File: config.mk
export PLATFORM = sky130hd
export DESIGN_NAME = cartridge_bank_mapper_with_scanline_irq
export DESIGN_NICKNAME = d
export VERILOG_FILES = /design/src/rtl/cbm_pkg.sv /design/src/rtl/cbm_ctrl.sv /design/src/rtl/cbm_dp.sv /design/src/rtl/cartridge_bank_mapper_with_scanline_irq.sv
export SDC_FILE = /design/constraint.sdc
export NUM_CORES = 1
export LEC_CHECK = 0
export ABC_CLOCK_PERIOD_IN_PS = 4900
export BUFFER_PORTS_ARGS = -buffer_cell sky130_fd_sc_hd__buf_2
export CAP_MARGIN = 20
export CELL_PAD_IN_SITES_DETAIL_PLACEMENT = 1
export CELL_PAD_IN_SITES_GLOBAL_PLACEMENT = 1
export CORE_MARGIN = 1
export CORE_UTILIZATION = 51
export CTS_CLUSTER_SIZE = 12
export DETAILED_ROUTE_END_ITERATION = 7
export GPL_TIMING_DRIVEN = 0
export PLACE_DENSITY = 0.82
export SLEW_MARGIN = 20
export SYNTH_ARGS = -nofsm -noshare
export SYNTH_HDL_FRONTEND = slang
export SYNTH_HIERARCHICAL = 1
export SYNTH_SLANG_ARGS = --single-unit
File: constraint.sdc
create_clock -name clk_i -period 4.9 [get_ports clk_i]
set_clock_uncertainty 0.15 [all_clocks]
set_input_delay 0.245 -clock clk_i [delete_from_list [all_inputs] [get_ports clk_i]]
set_output_delay 0.245 -clock clk_i [all_outputs]
set_load 0.05 [all_outputs]
File: src/rtl/cbm_pkg.sv
package cbm_pkg;

  localparam logic [1:0] OP_WRITE = 2'd0;
  localparam logic [1:0] OP_READ  = 2'd1;
  localparam logic [1:0] OP_TICK  = 2'd2;

  localparam logic [2:0] KIND_PROG   = 3'd0;
  localparam logic [2:0] KIND_CHAR   = 3'd1;
  localparam logic [2:0] KIND_NAME   = 3'd2;
  localparam logic [2:0] KIND_MIRROR = 3'd3;
  localparam logic [2:0] KIND_IRQ    = 3'd4;
  localparam logic [2:0] KIND_READ   = 3'd5;

  localparam logic       CFG_ROM_COUNT = 1'b0;
  localparam logic       CFG_DIP       = 1'b1;

  localparam logic [15:0] ADDR_MASK   = 16'hF007;
  localparam logic [15:0] A_IRQ_OFF   = 16'hC002;
  localparam logic [15:0] A_IRQ_ON0   = 16'hC003;
  localparam logic [15:0] A_IRQ_ON1   = 16'hC004;
  localparam logic [15:0] A_IRQ_LOAD  = 16'hC005;
  localparam logic [15:0] A_MODE      = 16'hD000;
  localparam logic [15:0] A_MIRROR    = 16'hD001;
  localparam logic [8:0]  LAST_VISIBLE = 9'd239;
  localparam logic [8:0]  ROM_RESET    = 9'd32;
  localparam logic [7:0]  PROG_RESET   = 8'd28;

  typedef enum logic [2:0] {
    ST_IDLE, ST_PLAN, ST_PROG, ST_CHAR, ST_NAME
  } state_e;

  typedef enum logic [2:0] {
    PH_PROG, PH_CHAR, PH_NAME, PH_READ, PH_IRQ
  } phase_e;

  typedef struct packed {
    logic [1:0]  operation;
    logic [15:0] address;
    logic [7:0]  data;
    logic [8:0]  scanline;
    logic        rendering_on;
  } in_item_t;

  typedef struct packed {
    logic [2:0]  result_kind;
    logic [2:0]  slot;
    logic [18:0] bank_number;
    logic [1:0]  mirroring;
    logic [7:0]  read_data;
    logic        last;
  } out_item_t;

  typedef struct packed {
    logic       accept;
    logic       plan;
    logic       emit;
    phase_e     phase;
    logic [2:0] idx;
    logic       last;
  } ctrl_cmd_t;

  typedef struct packed {
    logic is_read;
    logic is_tick;
    logic need_prog;
    logic need_char;
    logic need_name;
    logic prog_five;
    logic name_skip;
    logic name_ext;
    logic irq_hit;
  } dp_status_t;

endpackage

File: src/rtl/cbm_ctrl.sv
module cbm_ctrl (
  input  logic                clk_i,
  input  logic                rst_ni,
  input  logic                start_i,
  input  cbm_pkg::dp_status_t status_i,
  output cbm_pkg::ctrl_cmd_t  cmd_o,
  output logic                busy_o
);
  import cbm_pkg::*;

  state_e     state_q, state_d;
  logic [2:0] idx_q, idx_d;
  logic       char_go_q, char_go_d;
  logic       name_go_q, name_go_d;
  logic       prog_end;

  always_ff @(posedge clk_i or negedge rst_ni) begin
    if (!rst_ni) begin
      state_q   <= ST_IDLE;
      idx_q     <= 3'd0;
      char_go_q <= 1'b0;
      name_go_q <= 1'b0;
    end else begin
      state_q   <= state_d;
      idx_q     <= idx_d;
      char_go_q <= char_go_d;
      name_go_q <= name_go_d;
    end
  end

  assign busy_o   = (state_q != ST_IDLE);
  assign prog_end = (idx_q == (status_i.prog_five ? 3'd4 : 3'd3));

  always_comb begin
    state_d   = state_q;
    idx_d     = idx_q + 3'd1;
    char_go_d = char_go_q;
    name_go_d = name_go_q;
    cmd_o     = '{accept: 1'b0, plan: 1'b0, emit: 1'b0, phase: PH_PROG,
                  idx: idx_q, last: 1'b0};
    unique case (state_q)
      ST_IDLE: begin
        idx_d = 3'd0;
        if (start_i) begin
          cmd_o.accept = 1'b1;
          state_d      = ST_PLAN;
        end
      end
      ST_PLAN: begin
        cmd_o.plan = 1'b1;
        cmd_o.last = 1'b1;
        idx_d      = 3'd0;
        char_go_d  = status_i.need_char;
        name_go_d  = status_i.need_name & ~status_i.name_skip;
        state_d    = ST_IDLE;
        if (status_i.is_read) begin
          cmd_o.emit  = 1'b1;
          cmd_o.phase = PH_READ;
        end else if (status_i.is_tick) begin
          cmd_o.emit  = status_i.irq_hit;
          cmd_o.phase = PH_IRQ;
        end else if (status_i.need_prog) begin
          state_d = ST_PROG;
        end else if (char_go_d) begin
          state_d = ST_CHAR;
        end else if (name_go_d) begin
          state_d = ST_NAME;
        end
      end
      ST_PROG: begin
        cmd_o.emit  = 1'b1;
        cmd_o.phase = PH_PROG;
        cmd_o.last  = prog_end & ~char_go_q & ~name_go_q;
        if (prog_end) begin
          idx_d = 3'd0;
          priority if (char_go_q) state_d = ST_CHAR;
          else if (name_go_q)     state_d = ST_NAME;
          else                    state_d = ST_IDLE;
        end
      end
      ST_CHAR: begin
        cmd_o.emit  = 1'b1;
        cmd_o.phase = PH_CHAR;
        cmd_o.last  = (idx_q == 3'd7) & ~name_go_q;
        if (idx_q == 3'd7) begin
          idx_d   = 3'd0;
          state_d = name_go_q ? ST_NAME : ST_IDLE;
        end
      end
      ST_NAME: begin
        cmd_o.emit  = 1'b1;
        cmd_o.phase = PH_NAME;
        cmd_o.last  = ~status_i.name_ext | (idx_q == 3'd3);
        if (cmd_o.last) begin
          idx_d   = 3'd0;
          state_d = ST_IDLE;
        end
      end
      default: state_d = ST_IDLE;
    endcase
  end

endmodule

File: src/rtl/cbm_dp.sv
module cbm_dp (
  input  logic                clk_i,
  input  logic                rst_ni,
  input  logic                cfg_we_i,
  input  logic                cfg_index_i,
  input  logic [8:0]          cfg_data_i,
  input  cbm_pkg::in_item_t   item_i,
  input  cbm_pkg::ctrl_cmd_t  cmd_i,
  output cbm_pkg::dp_status_t status_o,
  output logic                result_valid_o,
  output cbm_pkg::out_item_t  result_o
);
  import cbm_pkg::*;

  logic [8:0] rom_q;
  logic       dip_q;
  logic [7:0] prg_q [4];
  logic [7:0] chl_q [8];
  logic [7:0] chh_q [8];
  logic [7:0] nml_q [4];
  logic [7:0] nmh_q [4];
  logic [1:0] prg_mode_q, chr_mode_q, mirror_q;
  logic       top_q, low_win_q, ext_q;
  logic [7:0] irq_count_q, irq_reload_q;
  logic       armed_q;
  logic       is_read_q, is_tick_q, need_prog_q, need_char_q, need_name_q;
  logic       strobe_q;
  out_item_t  res_q, res_d;

  logic [15:0] a;
  logic        is_write;
  logic        w_prog, w_chl, w_chh, w_nml, w_nmh, w_mode, w_mir;
  logic        tick_ok;
  logic [3:0]  name_hit;

  assign a        = item_i.address & ADDR_MASK;
  assign is_write = (item_i.operation == OP_WRITE);
  assign w_prog   = (a[15:12] == 4'h8) && (a[2] == 1'b0);
  assign w_chl    = (a[15:12] == 4'h9);
  assign w_chh    = (a[15:12] == 4'hA);
  assign w_nml    = (a[15:12] == 4'hB) && (a[2] == 1'b0);
  assign w_nmh    = (a[15:12] == 4'hB) && (a[2] == 1'b1);
  assign w_mode   = (a == A_MODE);
  assign w_mir    = (a == A_MIRROR);
  assign tick_ok  = (item_i.scanline <= LAST_VISIBLE) && item_i.rendering_on;

  always_comb begin
    for (int i = 0; i < 4; i++) begin
      name_hit[i] = (nmh_q[i] == 8'd0) && (nml_q[i] == 8'(i));
    end
  end

  assign status_o = '{is_read: is_read_q, is_tick: is_tick_q,
                      need_prog: need_prog_q, need_char: need_char_q,
                      need_name: need_name_q,
                      prog_five: (prg_mode_q == 2'd2) && !top_q && low_win_q,
                      name_skip: ext_q && (name_hit != 4'd0),
                      name_ext: ext_q,
                      irq_hit: (irq_count_q == 8'd0) && armed_q};

  always_ff @(posedge clk_i or negedge rst_ni) begin
    if (!rst_ni) begin
      rom_q <= ROM_RESET;
      dip_q <= 1'b1;
      for (int i = 0; i < 4; i++) begin
        prg_q[i] <= PROG_RESET + 8'(i);
        nml_q[i] <= 8'd0;
        nmh_q[i] <= 8'd0;
      end
      for (int i = 0; i < 8; i++) begin
        chl_q[i] <= 8'(i);
        chh_q[i] <= 8'd0;
      end
      prg_mode_q   <= 2'd0;
      chr_mode_q   <= 2'd0;
      mirror_q     <= 2'd0;
      top_q        <= 1'b0;
      low_win_q    <= 1'b0;
      ext_q        <= 1'b0;
      irq_count_q  <= 8'd0;
      irq_reload_q <= 8'd0;
      armed_q      <= 1'b0;
      is_read_q    <= 1'b0;
      is_tick_q    <= 1'b0;
      need_prog_q  <= 1'b0;
      need_char_q  <= 1'b0;
      need_name_q  <= 1'b0;
      strobe_q     <= 1'b0;
    end else begin
      strobe_q <= cmd_i.emit;
      if (cfg_we_i) begin
        unique case (cfg_index_i)
          CFG_ROM_COUNT: rom_q <= cfg_data_i;
          CFG_DIP:       dip_q <= cfg_data_i[0];
          default:       ;
        endcase
      end
      if (cmd_i.plan && need_name_q && status_o.name_skip) begin
        ext_q <= 1'b0;
      end
      if (cmd_i.accept) begin
        is_read_q   <= (item_i.operation == OP_READ);
        is_tick_q   <= (item_i.operation == OP_TICK) && tick_ok;
        need_prog_q <= is_write && (w_prog || w_mode);
        need_char_q <= is_write && (w_chl || w_chh || w_mode);
        need_name_q <= is_write && (w_nml || w_nmh || w_mode || w_mir);
        if (item_i.operation == OP_TICK && tick_ok) begin
          irq_count_q <= irq_count_q - 8'd1;
        end
        if (is_write) begin
          if (w_prog) prg_q[a[1:0]] <= item_i.data;
          if (w_chl)  chl_q[a[2:0]] <= item_i.data;
          if (w_chh)  chh_q[a[2:0]] <= item_i.data;
          if (w_nml)  nml_q[a[1:0]] <= item_i.data;
          if (w_nmh)  nmh_q[a[1:0]] <= item_i.data;
          if (a == A_IRQ_OFF) armed_q <= 1'b0;
          if ((a == A_IRQ_ON0 || a == A_IRQ_ON1) && !armed_q) begin
            armed_q     <= 1'b1;
            irq_count_q <= irq_reload_q;
          end
          if (a == A_IRQ_LOAD) begin
            irq_count_q  <= item_i.data;
            irq_reload_q <= item_i.data;
          end
          if (w_mode) begin
            low_win_q  <= item_i.data[7];
            top_q      <= item_i.data[2];
            prg_mode_q <= item_i.data[1:0];
            chr_mode_q <= item_i.data[4:3];
            ext_q      <= item_i.data[5];
          end
          if (w_mir) mirror_q <= item_i.data[1:0];
        end
      end
    end
  end

  always_ff @(posedge clk_i) begin
    if (cmd_i.emit) res_q <= res_d;
  end

  logic [2:0]  p_slot;
  logic [1:0]  p_j;
  logic [18:0] rom_w;
  logic [15:0] cb [8];
  logic [2:0]  ci;
  logic [1:0]  ni;

  assign rom_w  = {10'd0, rom_q};
  assign p_slot = status_o.prog_five ? cmd_i.idx + 3'd3 : cmd_i.idx + 3'd4;
  assign p_j    = p_slot[1:0];
  assign ci     = cmd_i.idx;
  assign ni     = cmd_i.idx[1:0];

  always_comb begin
    for (int i = 0; i < 8; i++) begin
      cb[i] = {chh_q[i], chl_q[i]};
    end
  end

  always_comb begin
    res_d      = '0;
    res_d.last = cmd_i.last;
    unique case (cmd_i.phase)
      PH_PROG: begin
        res_d.result_kind = KIND_PROG;
        res_d.slot        = p_slot;
        unique case (prg_mode_q)
          2'd0: res_d.bank_number = rom_w - 19'(3'd4 - {1'b0, p_j});
          2'd1: begin
            unique case (p_j)
              2'd0: res_d.bank_number = {10'd0, prg_q[1], 1'b0};
              2'd1: res_d.bank_number = {10'd0, prg_q[1], 1'b1};
              2'd2: res_d.bank_number = rom_w - 19'd2;
              default: res_d.bank_number = rom_w - 19'd1;
            endcase
          end
          2'd2: begin
            priority if (top_q)         res_d.bank_number = {11'd0, prg_q[p_j]};
            else if (p_slot == 3'd3)    res_d.bank_number = {11'd0, prg_q[3]};
            else if (p_j == 2'd3)       res_d.bank_number = rom_w - 19'd1;
            else                        res_d.bank_number = {11'd0, prg_q[p_j]};
          end
          default: res_d.bank_number = {11'd0, prg_q[2'd3 - p_j]};
        endcase
      end
      PH_CHAR: begin
        res_d.result_kind = KIND_CHAR;
        res_d.slot        = ci;
        unique case (chr_mode_q)
          2'd0: res_d.bank_number = {cb[0], ci};
          2'd1: res_d.bank_number = {1'b0, cb[{ci[2], 2'b00}], ci[1:0]};
          2'd2: res_d.bank_number = {2'b00, cb[{ci[2:1], 1'b0}], ci[0]};
          default: res_d.bank_number = {3'd0, cb[ci]};
        endcase
      end
      PH_NAME: begin
        if (ext_q) begin
          res_d.result_kind = KIND_NAME;
          res_d.slot        = {1'b0, ni};
          res_d.bank_number = {3'd0, nmh_q[ni], nml_q[ni]};
        end else begin
          res_d.result_kind = KIND_MIRROR;
          res_d.mirroring   = mirror_q[1] ? 2'd2 : mirror_q;
        end
      end
      PH_READ: begin
        res_d.result_kind = KIND_READ;
        res_d.read_data   = dip_q ? 8'hFF : 8'h00;
      end
      PH_IRQ:  res_d.result_kind = KIND_IRQ;
      default: res_d = '0;
    endcase
  end

  assign result_valid_o = strobe_q;
  assign result_o       = res_q;

endmodule

File: src/rtl/cartridge_bank_mapper_with_scanline_irq.sv
// channel    | handshake                | payload
// item in    | start_i high, busy_o low | item_i
// result out | result_valid_o, 1 cycle  | result_o
// config     | cfg_we_i                 | cfg_index_i, cfg_data_i
//
// An item is accepted in ST_IDLE and planned in ST_PLAN; for a write the slot
// sequencer then issues one result per cycle, up to 17 for a mode write.
// Each result shows in the cycle after it is issued; busy_o is low again in the
// cycle that shows the last one. Reset is asynchronous and returns all mapping
// registers to their reset values.
// The receiver cannot stall; results are never held.
module cartridge_bank_mapper_with_scanline_irq (
  input  logic               clk_i,
  input  logic               rst_ni,
  input  logic               start_i,
  output logic               busy_o,
  input  cbm_pkg::in_item_t  item_i,
  output logic               result_valid_o,
  output cbm_pkg::out_item_t result_o,
  input  logic               cfg_we_i,
  input  logic               cfg_index_i,
  input  logic [8:0]         cfg_data_i
);
  import cbm_pkg::*;

  ctrl_cmd_t  cmd;
  dp_status_t status;

  cbm_ctrl u_ctrl (
    .clk_i    (clk_i),
    .rst_ni   (rst_ni),
    .start_i  (start_i),
    .status_i (status),
    .cmd_o    (cmd),
    .busy_o   (busy_o)
  );

  cbm_dp u_dp (
    .clk_i          (clk_i),
    .rst_ni         (rst_ni),
    .cfg_we_i       (cfg_we_i),
    .cfg_index_i    (cfg_index_i),
    .cfg_data_i     (cfg_data_i),
    .item_i         (item_i),
    .cmd_i          (cmd),
    .status_o       (status),
    .result_valid_o (result_valid_o),
    .result_o       (result_o)
  );

endmodule

# Yosys cells after proc, flatten, opt, wreduce, memory -nomap -nowiden
# Cells that the tools add are included.
# op_classes
add_sub_neg	9
order_cmp	11
eq_ne	38
mux	77
bitwise	20
reduce_logical	61
# ops
cell	count
one-hot mux 19 bit (3 select lines)	3
binary-select mux 16 bit (select 3 bit)	3
bitwise mux 64 bit	2
two-way mux 8 bit	15
bitwise mux 32 bit	3
two-way mux 16 bit	6
one-hot mux 22 bit (3 select lines)	1
binary-select mux 8 bit (select 2 bit)	4
two-way mux 19 bit	3
zero test 8 bit	6
two-way mux 3 bit	16
== test 7 bit (second input constant)	6
AND reduction 3 bit	9
demux 8 bit (select 3 bit)	1
one-hot mux 3 bit (4 select lines)	2
logical AND 1 bit	21
two-way mux 21 bit	1
subtractor 9 x 19 -> 19 bit	1
== test 3 x 2 -> 1 bit (second input constant)	6
demux 8 bit (select 2 bit)	1
== test 4 bit (second input constant)	4
== test 8 x 2 -> 1 bit (second input constant)	2
>= comparator 4 bit (second input constant)	4
NOT 3 -> 4 bit	4
42 further kinds	92
# totals
regBits	310
in_bits	50
output_inout_bits	38
wordCells	272

# Longest topological paths before layout
# Gate-level depths: netlist of the first run.
# logic_depth
ltp_word	13
depth_mapped	18
mapped_depth_nobuf	12

# Modules after synthesis
# The synthesis of the first run kept the hierarchy.
# by_module_without_submodules
module	instances	cells_per_inst	area_per_inst_um2	seq_area_each_um2
cbm_dp	1	1300	16370.7	7564.8
cbm_ctrl	1	71	595.6	200.2

# Least setup slack after synthesis of the first run
# No wires, ideal clock.
# synth_path
kind	reg-to-reg
startpoint	register u_ctrl.idx_q[0]
endpoint	register u_dp.res_q, in the netlist u_dp/result_o[16], data pin
setup_ps	264
t_arrival_ps	3785
required_ps	4486
slack_ps	701
path_stages_with_launch	19
path_buffers	6
synth_period_minus_slack_ps	4199
cell_sequence	dfrtp_1 > buf_6 > buf_8 > buf_6 > inv_1 > buf_2 > ha_1 > buf_2 > mux2_4 > inv_1 > buf_4 > ha_1 > ha_1 > nor3b_1 > mux2i_1 > a2111oi_2 > mux2i_1 > a211oi_1 > o21ai_0
# synth_between
elab_chain_cells	11
word_cells_on_any_way	35
cone_classes	5 x add/sub; 4 x eq/ne; 21 x mux; 4 x bitwise; 1 x reduce/logical
# synth_lines
item	line_no	source
start, declared	cbm_ctrl.sv:12	logic [2:0] idx_q, idx_d;
start signal, assigned	cbm_ctrl.sv:25	idx_q <= idx_d;
parallel branches: the longest is 10 deep, another holds subtractor 9 x 19 -> 19 bit	--	
one-hot mux 22 bit (3 select lines) (*)	cbm_dp.sv:164	unique case (cmd_i.phase)
end signal, assigned	cbm_dp.sv:139	if (cmd_i.emit) res_q <= res_d;
end, declared	cbm_dp.sv:28	out_item_t res_q, res_d;
# Every way passes the cells marked *. The select of a mux whose other input is x is not followed.
# A chain may end at the register's enable or synchronous reset.

# Worst setup path in the final report of the first run
# layout_path
startpoint	register u_ctrl.idx_q[0]
endpoint	register u_dp.res_q, in the netlist u_dp/result_o[29], data pin
# layout_between
elab_chain_cells	8
word_cells_on_any_way	16
cone_classes	4 x add/sub; 4 x eq/ne; 7 x mux; 1 x reduce/logical
# layout_lines
item	line_no	source
adder 3 bit / adder 3 x 2 -> 3 bit (equally long branches)	cbm_dp.sv:150	assign p_slot = status_o.prog_five ? cmd_i.idx + 3'd3 : cmd_i.idx + 3'd4;
two-way mux 3 bit (*)	cbm_dp.sv:150	
parallel branches: the longest is 4 deep, another holds subtractor 9 x 19 -> 19 bit	--	
one-hot mux 19 bit (3 select lines) (*)	cbm_dp.sv:168	unique case (prg_mode_q)
one-hot mux 22 bit (3 select lines) (*)	cbm_dp.sv:164	
# Every way passes the cells marked *.

==> results.cfg, run 1 <==
[final_layout]
areaGrowthSynthToFinish_pct = 15.07
fill_cells = 3304
drive_gt1_share_pct = 37.64
layout.nets = 1568

[logic_synthesis]
synth_cell_types = 94
ys_async_sr_fraction_pct = 90.43
avgSynthCellArea_um2 = 12.38
synthFlopType = dfrtp_1
synth_top_area_share_pct = 35.99
synth_fa_ha_area_share_pct = 0.9292
synth_top_family_by_area = multiplexers
netlist_top_cells_count = mux2_2 (256), dfrtp_1 (244), nand2_1 (78)
yosysTopAreaCell = dfrtp_1
synthMuxAreaShare_pct = 30.07
syn_nets = 1433
synth_compound_area_share_pct = 8.355
ys_ff_latch = 303
yosys-top-cells-area = dfrtp_1 (36%), mux2_2 (17%), mux4_2 (8.0%)
synth.most_common_cell = mux2_2
synth-xor-area-share_pct = 1.040
synth_edf_count = 29
synth_warnings = 6
syn-cell-area_mm2 = 0.01697
syn_inst = 1371
seq_area_frac_synth_pct = 45.77
synth-simple-area-share_pct = 10.16

[clock_network]
clock-sinks = 303
path_clk_slew_ns = 0.06
cts_tree = done
clk_latency_ns = 0.55
post-cts-setup-buffers = 0
cts_root_buf = clkbuf_16
cts_buffer_depth = 3
htree_levels = 2
cts-buffers-inserted = 36

[power]
leakagePower_nw = 8.642
power.density_mw_per_mm2 = 435.5
p_total_mw = 8.502
vdd_drop_max_uv = 303.4

[floorplan]
die_h_um = 184.4
start_util_pct = 52.01
die_x_um = 184.4
rows = 66
core_mm2 = 0.03262
die_area_mm2 = 0.03400
pin_count = 88

[outcome]
outcome = finished, final reports clean

[timing]
worstMarginPinSlew_ns = 1.078
rsz0062_at_grt = no
max_freq_mhz = 210.6
setup_violations = 0
fin_ws_ns = 0.1514
period_needed_ns = 4.749
hold_violations = 0
post-route-period-util_pct = 96.91
max_slew_margin_pct = 27.55
final_max_slew_viol_count = 0

[global_routing]
grt_pass1_vias = 14100
grt_max_degree = 99
antenna_found_initial = 2
grt_usage_pct = 35.44
overflow = 0
grt_pass1_wl_um = 88570

[routing]
drt_iter0_drc = 1083
dr.pass1.iters = 6
wl_per_cell_um = 29.22
remaining_drc_errors = 0
ant_nets = 0
dr_total_vias = 12920
wl_um = 57750
vias_per_cell = 6.538

[setup_path]
cpMaxStageDelayCell = fa_1
cp_slowest_stage_delay_ns = 0.48
cp_num_buf_inv = 7
worstPathCellList = buf_12, buf_16, inv_1, buf_2, ha_1, buf_2, mux2_4, inv_2, buf_6, ha_1, fa_1, a21oi_2, nand3_1, nor3_2, o21bai_4, o41ai_1
path_delay_family = buffers and inverters
startpoint_type = flip-flop
worst_ep_arrival_time_ns = 4.81
crit_required_ns = 4.96
path_max_fanout = 19
critical_path_class = flip-flop to flip-flop
end_kind = flip-flop

[placed_design]
gp_congestion = 0.9677
place_ws_ns = -0.8783
io_buffers = 74
dpl.hpwl_um = 41740

[hold_path]
hp-class = primary input to flip-flop

[flow_run]
drv_cap = 0
## path summary, 6_finish.rpt
path / startpoint / slack [ns] / end / cells after the start
min in group asynchronous: rst_ni / 0.50 / u_dp/rom_q[2]$_DFFE_PN0P_ / 3
worst max register to register: u_ctrl/idx_q[0]$_DFF_PN0_ / 0.15 / u_dp/result_o[29]$_SDFFCE_PN0P_ / 16
worst min register to register: u_dp/cb[109]$_DFFE_PN0P_ / 0.35 / u_dp/cb[109]$_DFFE_PN0P_ / 1
max in group asynchronous: rst_ni / 2.84 / u_dp/rom_q[7]$_DFFE_PN0P_ / 4
worst min-delay path: item_i[30] / 0.02 / u_dp/need_name_q$_DFFE_PN0P_ / 3
worst max-delay path: u_ctrl/idx_q[0]$_DFF_PN0_ / 0.15 / u_dp/result_o[29]$_SDFFCE_PN0P_ / 16
## worst register-to-register path: stages, from the launching register on
cell	delay [ns]
dfrtp_2	0.41
buf_12	0.19
buf_16	0.25
inv_1	0.09
buf_2	0.21
ha_1	0.35
buf_2	0.24
mux2_4	0.38
inv_2	0.14
buf_6	0.19
ha_1	0.30
fa_1	0.48
a21oi_2	0.22
nand3_1	0.18
nor3_2	0.23
o21bai_4	0.18
o41ai_1	0.23
## final cells by class
class                      count  area, µm²  share of cell area (%)
antenna                        1      2.502                 0.01282
timing repair buffer          99      695.7                   3.563
tap                          442      553.0                   2.833
multi-input combinational    936       8628                   44.20
clock inverter                 6      120.1                  0.6153
clock buffer                  59       1119                   5.730
sequential                   303       7766                   39.78
buffer                       100      516.7                   2.647
inverter                      30      121.4                  0.6217
## where the power goes
group	switching (mW)	internal [mW]
clock network	1.09	1.67
logic	1.85	0.878
registers	0.172	2.84
## timing repair
item	4_1_cts	5_1_grt
cloned	0	0
setup endpoints to repair	18	12
hold endpoints to repair	203	0
resized for setup	11	4
hold buffers	20	0
pin swaps	0	3
## flip-flops by register name, summed over array words and instances (netlist names), 2 cells and up
| name | count |
|---|---|
| u_ctrl/idx_q | 3 |
| u_ctrl/state_q | 3 |
| u_dp/mirror_q | 2 |
| u_dp/prg_mode_q | 2 |
| u_dp/irq_reload_q | 8 |
| u_dp/nml_q | 32 |
| u_dp/irq_count_q | 8 |
| u_dp/chr_mode_q | 2 |
| u_dp/prg_q | 32 |
| u_dp/cb | 128 |
| u_dp/nmh_q | 32 |
| u_dp/result_o | 29 |
| u_dp/rom_q | 9 |
## cell families (layout without fill, tap and decap cells)
logic type,count (synthesis),count (layout)
AND/OR/NAND/NOR,299,299
AO/OA/AOI/OAI,217,217
multiplexers,390,390
buffers and inverters,132,294
adder cells (fa/ha/maj),12,12
other,0,1
XOR/XNOR,18,18
flip-flops,303,303
## placed cells by master (no fill, tap or decap), drive strengths merged, types with 4 or more instances in the layout
| master | instances |
|---|---|
| nand4 | 8 |
| a32oi | 7 |
| nor3 | 18 |
| nor4 | 21 |
| clkbuf | 110 |
| a22oi | 11 |
| mux2 | 263 |
| nor4b | 7 |
| nand3 | 18 |
| and3 | 4 |
| nor2b | 15 |
| ha | 11 |
| and2 | 7 |
| a21o | 4 |
| or2 | 5 |
| nor2 | 66 |
| nand2b | 16 |
| o21ai | 56 |
| o211ai | 4 |
| nor3b | 9 |
| edfxtp | 29 |
| a221oi | 5 |
| a211oi | 15 |
| dfrtp | 244 |
| or3 | 4 |
| nand2 | 85 |
| a21oi | 57 |
| xor2 | 8 |
| mux4 | 67 |
| dfstp | 30 |
| o22ai | 4 |
| dlygate4sd3 | 20 |
| xnor2 | 10 |
| a31oi | 4 |
| inv | 29 |
| o31ai | 5 |
| buf | 128 |
| mux2i | 60 |
## per-layer routing
layer | vias up | global-route usage, % | part of all wire, %
met2 | 520 | 59.74 | 49
met1 | 6760 | 42.63 | 39
met5 | - | 0 | 0.057
met4 | 4 | 20.70 | 6.0
met3 | 201 | 6.303 | 5.8
li1 | 5435 | - | -
## per-stage QoR
step	instances	cell area, µm²	hold WS (ns)	TNS [ns]	utilization (%)
floorplan	1371	16970	-0.2006	0	-
CTS	1975	19510	0.007273	0	59.81
finish	1976	19520	0.01843	0	59.85
global route	1975	19520	0.05801	0	59.84
global placement	1887	17890	0.3084	-413.59	54.84
detailed placement	1891	18030	-0.04392	-7.443	55.27
Power figures use the tool's default switching activity.
==> inputs of run 2 (changes only) <==
--- a/config.mk
+++ b/config.mk
@@ -15,6 +15,7 @@
 export CTS_CLUSTER_SIZE = 12
 export DETAILED_ROUTE_END_ITERATION = 7
 export GPL_TIMING_DRIVEN = 0
+export HOLD_SLACK_MARGIN = 0.12
 export PLACE_DENSITY = 0.82
 export SLEW_MARGIN = 20
 export SYNTH_ARGS = -nofsm -noshare
==> results.cfg, run 2 (same netlist as run 1, synthesis figures left out) <==
[power]
power.density_mw_per_mm2 = 433.8
vdd_drop_max_uv = 303.4
leakagePower_nw = 8.680
p_total_mw = 8.507

[timing]
fin_ws_ns = 0.1693
post-route-period-util_pct = 96.55
whs_ns = 0.1481
rsz0062_at_grt = no
max_freq_mhz = 211.4
hold_violations = 0
period_needed_ns = 4.731
setup_violations = 0
final_max_slew_viol_count = 0
worstMarginPinSlew_ns = 1.090
tns_ns = 0
max_slew_margin_pct = 26.77

[setup_path]
cpMaxStageDelayCell = fa_1
end_kind = flip-flop
worst_ep_arrival_time_ns = 4.78
cp_num_buf_inv = 7
path_max_fanout = 19
crit_required_ns = 4.95
worst-path-stages = 16
critical_path_class = flip-flop to flip-flop
startpoint_type = flip-flop
cp_slowest_stage_delay_ns = 0.49
worstPathCellList = buf_12, buf_16, inv_1, buf_2, ha_1, buf_2, mux2_4, inv_2, buf_6, ha_1, fa_1, a21oi_2, nand3_1, nor3_2, o21bai_4, o41ai_1
path_delay_family = buffers and inverters
reg2regPathDepth = 16

[routing]
vias_per_cell = 6.564
dr_total_vias = 13020
dr.pass1.iters = 7
wl_per_cell_um = 29.23
ant_nets = 0
remaining_drc_errors = 0
drt_iter0_drc = 1017
wl_um = 58000

[placed_design]
gp_congestion = 0.9677
place_ws_ns = -0.8783
io_buffers = 74
dpl.hpwl_um = 41740

[floorplan]
die_h_um = 184.4
start_util_pct = 52.01
pin_count = 88
die_x_um = 184.4
core_mm2 = 0.03262
rows = 66
die_area_mm2 = 0.03400

[clock_network]
post-cts-setup-buffers = 0
cts-buffers-inserted = 36
clock-sinks = 303
path_clk_slew_ns = 0.06
cts_tree = done
cts_buffer_depth = 3
htree_levels = 2
cts_root_buf = clkbuf_16
clk_latency_ns = 0.56

[final_layout]
seqCellArea_mm2 = 0.007766
antennaDiodeCount = 0
final_common_cell = mux2_2
fill_cells = 3303
areaGrowthSynthToFinish_pct = 15.58
final_util_pct = 60.12
largest_reg_flops = 128
layout.nets = 1577
layout_common_cells = mux2_2 (256), dfrtp_1 (243), buf_2 (98), nand2_1 (78), clkbuf_1 (62)
drive_gt1_share_pct = 37.42
multi_input_area_mm2 = 0.008628

[global_routing]
antenna_found_initial = 2
grt_max_degree = 99
gr-usage-met2_pct = 59.83
overflow = 0
grt_pass1_wl_um = 88700
grt.busiest_layer = met2
use_met3_pct = 6.659
met1_usage_pct = 42.30
grt_pass1_vias = 14220
grt_usage_pct = 35.50

[flow_run]
drv_cap = 0

[outcome]
outcome = finished, final reports clean

[hold_path]
hp-class = primary input to asynchronous set/reset pin
[run 2: changes by cell type in the layout (fill, tap and decap cells not counted)]
cell           delta
diode_2           -1
dlygate4sd3_1     +9
[run 2: worst paths after layout]
path / start / end / slack (ns)
setup / recovery: u_ctrl/idx_q[0]$_DFF_PN0_ / u_dp/result_o[29]$_SDFFCE_PN0P_ / 0.17
hold / removal: rst_ni / u_dp/dip_q$_DFFE_PN1P_ / 0.15
setup reg to reg: u_ctrl/idx_q[0]$_DFF_PN0_ / u_dp/result_o[29]$_SDFFCE_PN0P_ / 0.17
hold reg to reg: u_dp/cb[109]$_DFFE_PN0P_ / u_dp/cb[109]$_DFFE_PN0P_ / 0.34
max in group asynchronous: rst_ni / u_dp/rom_q[1]$_DFFE_PN0P_ / 3.24
min in group clk_i: item_i[0] / u_dp/is_tick_q$_DFFE_PN0P_ / 0.16
[run 2: final cells by class]
class | count | share of cell area (%)
multi-input cells | 936 | 44.00
flip-flops and latches | 303 | 39.60
clock buffers | 59 | 5.704
repair buffers | 108 | 4.007
well taps | 442 | 2.820
plain buffers | 100 | 2.635
inverters | 30 | 0.6189
clock inverters | 6 | 0.6125
[run 2: metrics by stage]
step / std cells / cell area (µm²)
after floorplan: 1371 / 16970
after global placement: 1887 / 17890
after detailed placement: 1891 / 18030
after CTS: 1984 / 19600
after global routing: 1984 / 19610
final: 1984 / 19610
[run 2: repair_timing]
action                                 in CTS  in global routing
gates cloned                                0                  0
hold buffers                               29                  0
endpoints found under the hold margin     222                  0
pin swaps                                   0                  3
setup endpoints to repair                  18                 12
resized for setup                          11                  4
[run 2: report_power, final]
| part | switching [mW] | internal, mW | total, mW |
|---|---|---|---|
| Combinational | 1.86 | 0.882 | 2.74 |
| Clock | 1.09 | 1.67 | 2.76 |
| Sequential | 0.171 | 2.84 | 3.01 |
| Total | 3.11 | 5.39 | 8.51 |
[run 2: per-layer routing]
layer	wire [µm]	vias up
met5	33	-
met4	3503	4
met3	3376	215
met2	28580	545
met1	22510	6807
li1	-	5451
==> inputs of run 3 (changes only) <==
--- a/config.mk
+++ b/config.mk
@@ -16,7 +16,7 @@
 export DETAILED_ROUTE_END_ITERATION = 7
 export GPL_TIMING_DRIVEN = 0
 export HOLD_SLACK_MARGIN = 0.12
-export PLACE_DENSITY = 0.82
+export PLACE_DENSITY = 0.91
 export SLEW_MARGIN = 20
 export SYNTH_ARGS = -nofsm -noshare
 export SYNTH_HDL_FRONTEND = slang
==> results.cfg, run 3 (same netlist as run 1, synthesis figures left out) <==
[outcome]
outcome = finished, final reports clean

[final_layout]
largest_reg_flops = 128
fill_cells = 3267
drive_gt1_share_pct = 37.49
design_area_mm2 = 0.01953
areaGrowthSynthToFinish_pct = 15.08
final_common_cell = mux2_2
layout.nets = 1581
layout_common_cells = mux2_2 (256), dfrtp_1 (243), buf_2 (97), nand2_1 (78), clkbuf_1 (62)

[setup_path]
startpoint_type = flip-flop
critical_path_class = flip-flop to flip-flop
cp_common_cell = ha_1
rrSetupSlack_ns = 0.16
end_kind = flip-flop
cpMaxStageDelayCell = a2111oi_2
path_max_fanout = 11
crit_required_ns = 5.00
cp_slowest_stage_delay_ns = 0.42
worst_ep_arrival_time_ns = 4.84
worstPathCellList = buf_2, clkinvlp_4, ha_1, buf_2, mux2_4, inv_2, buf_6, ha_1, ha_1, nor3b_1, mux2i_1, a2111oi_2, mux2i_1, a211oi_1, o21ai_1

[power]
p_total_mw = 8.390
vdd_drop_max_uv = 379.7
leakagePower_nw = 8.645
power.density_mw_per_mm2 = 429.7

[placed_design]
dpl.hpwl_um = 41920
gp_congestion = 0.9978
placed_cell_area_mm2 = 0.01803
io_buffers = 74
place_ws_ns = -0.9083

[timing]
worstMarginPinSlew_ns = 1.099
rsz0062_at_grt = no
setup_violations = 0
hold_violations = 0
period_needed_ns = 4.738
final_max_slew_viol_count = 0
tns_ns = 0
max_slew_margin_pct = 25.81
post-route-period-util_pct = 96.70
fin_ws_ns = 0.1616
max_freq_mhz = 211.0

[clock_network]
htree_levels = 2
cts_root_buf = clkbuf_16
clock-sinks = 303
cts-buffers-inserted = 36
path_clk_slew_ns = 0.06
cts_tree = done
cts_buffer_depth = 3
clk_latency_ns = 0.55

[floorplan]
die_h_um = 184.4
start_util_pct = 52.01
core_mm2 = 0.03262
die_area_mm2 = 0.03400
rows = 66
die_x_um = 184.4
pin_count = 88

[routing]
vias_per_cell = 6.693
remaining_drc_errors = 0
wl_per_cell_um = 30.18
drt_iter0_drc = 1227
ant_nets = 0
wl_um = 60060
dr_total_vias = 13320
dr.pass1.iters = 7

[global_routing]
grt_pass1_wl_um = 91270
grt_max_degree = 93
grt_usage_pct = 36.49
grt_pass1_vias = 14530
overflow = 0
antenna_found_initial = 1

[hold_path]
hp-class = primary input to asynchronous set/reset pin

[flow_run]
drv_cap = 0
-- run 3: changes by cell type in the layout (fill, tap and decap cells not counted), moves of 2 or more --
cell       previous run  this run
clkinv_2              0         5
clkinv_1              1         3
buf_4                17        22
clkbuf_8             11         6
bufinv_16             2         0
-- run 3: report_power, final --
group	switching (mW)	internal (mW)
clock network	1.12	1.47
logic	1.89	0.894
registers	0.180	2.84
total	3.19	5.20
-- run 3: layer usage --
metal / up-vias / track usage, % / part of all wire (%)
met5: - / 0.1481 / 0.023
met4: 2 / 21.93 / 6.0
met3: 240 / 7.627 / 7.7
met2: 710 / 60.83 / 49
met1: 6906 / 43.48 / 37
li1: 5461 / - / -
-- run 3: final cells by class --
| type | count | area, µm² | share of cell area, % |
|---|---|---|---|
| Antenna cell | 1 | 2.502 | 0.01282 |
| Buffer | 100 | 511.7 | 2.621 |
| Clock buffer | 53 | 1025 | 5.248 |
| Clock inverter | 13 | 100.1 | 0.5127 |
| Inverter | 30 | 121.4 | 0.6216 |
| Multi-Input combinational cell | 936 | 8627 | 44.18 |
| Sequential cell | 303 | 7766 | 39.78 |
| Tap cell | 442 | 553.0 | 2.832 |
| Timing Repair Buffer | 112 | 818.3 | 4.191 |
-- run 3: worst paths after layout --
| path | from | to | cells past startpoint |
|---|---|---|---|
| worst min-delay path | rst_ni | u_dp/dip_q$_DFFE_PN1P_ | 2 |
| min in group clk_i | item_i[0] | u_dp/is_tick_q$_DFFE_PN0P_ | 4 |
| worst max register to register | u_ctrl/idx_q[1]$_DFF_PN0_ | u_dp/result_o[16]$_SDFFCE_PN0P_ | 15 |
| worst max-delay path | u_ctrl/idx_q[1]$_DFF_PN0_ | u_dp/result_o[16]$_SDFFCE_PN0P_ | 15 |
| max in group asynchronous | rst_ni | u_ctrl/state_q[2]$_DFFE_PN0P_ | 3 |
| worst min register to register | u_dp/cb[106]$_DFFE_PN0P_ | u_dp/cb[106]$_DFFE_PN0P_ | 1 |
-- run 3: critical path: cells and delay by family (launching register included) --
kind | cells | cell delay (ns)
and+or+nand+nor | 1 | 0.24
DFF | 1 | 0.39
muxes | 3 | 0.64
buffers and inverters | 5 | 1.23
AOI/OAI and AO/OA | 3 | 0.82
adders and majority gates | 3 | 0.98
-- run 3: per-stage QoR --
step,util (%),std cells,hold WS [ns]
floorplan,-,1371,-0.2006
global placement,54.84,1887,0.3055
detailed placement,55.27,1891,-0.07058
CTS,59.65,1984,0.1224
global route,59.85,1989,0.1297
finish,59.86,1990,0.1251
-- run 3: what timing repair did --
item | in CTS | in global routing
resized for setup | 9 | 6
setup buffers | 0 | 5
hold buffers | 29 | 0
endpoints found under the hold margin | 218 | 0
setup endpoints to repair | 18 | 10
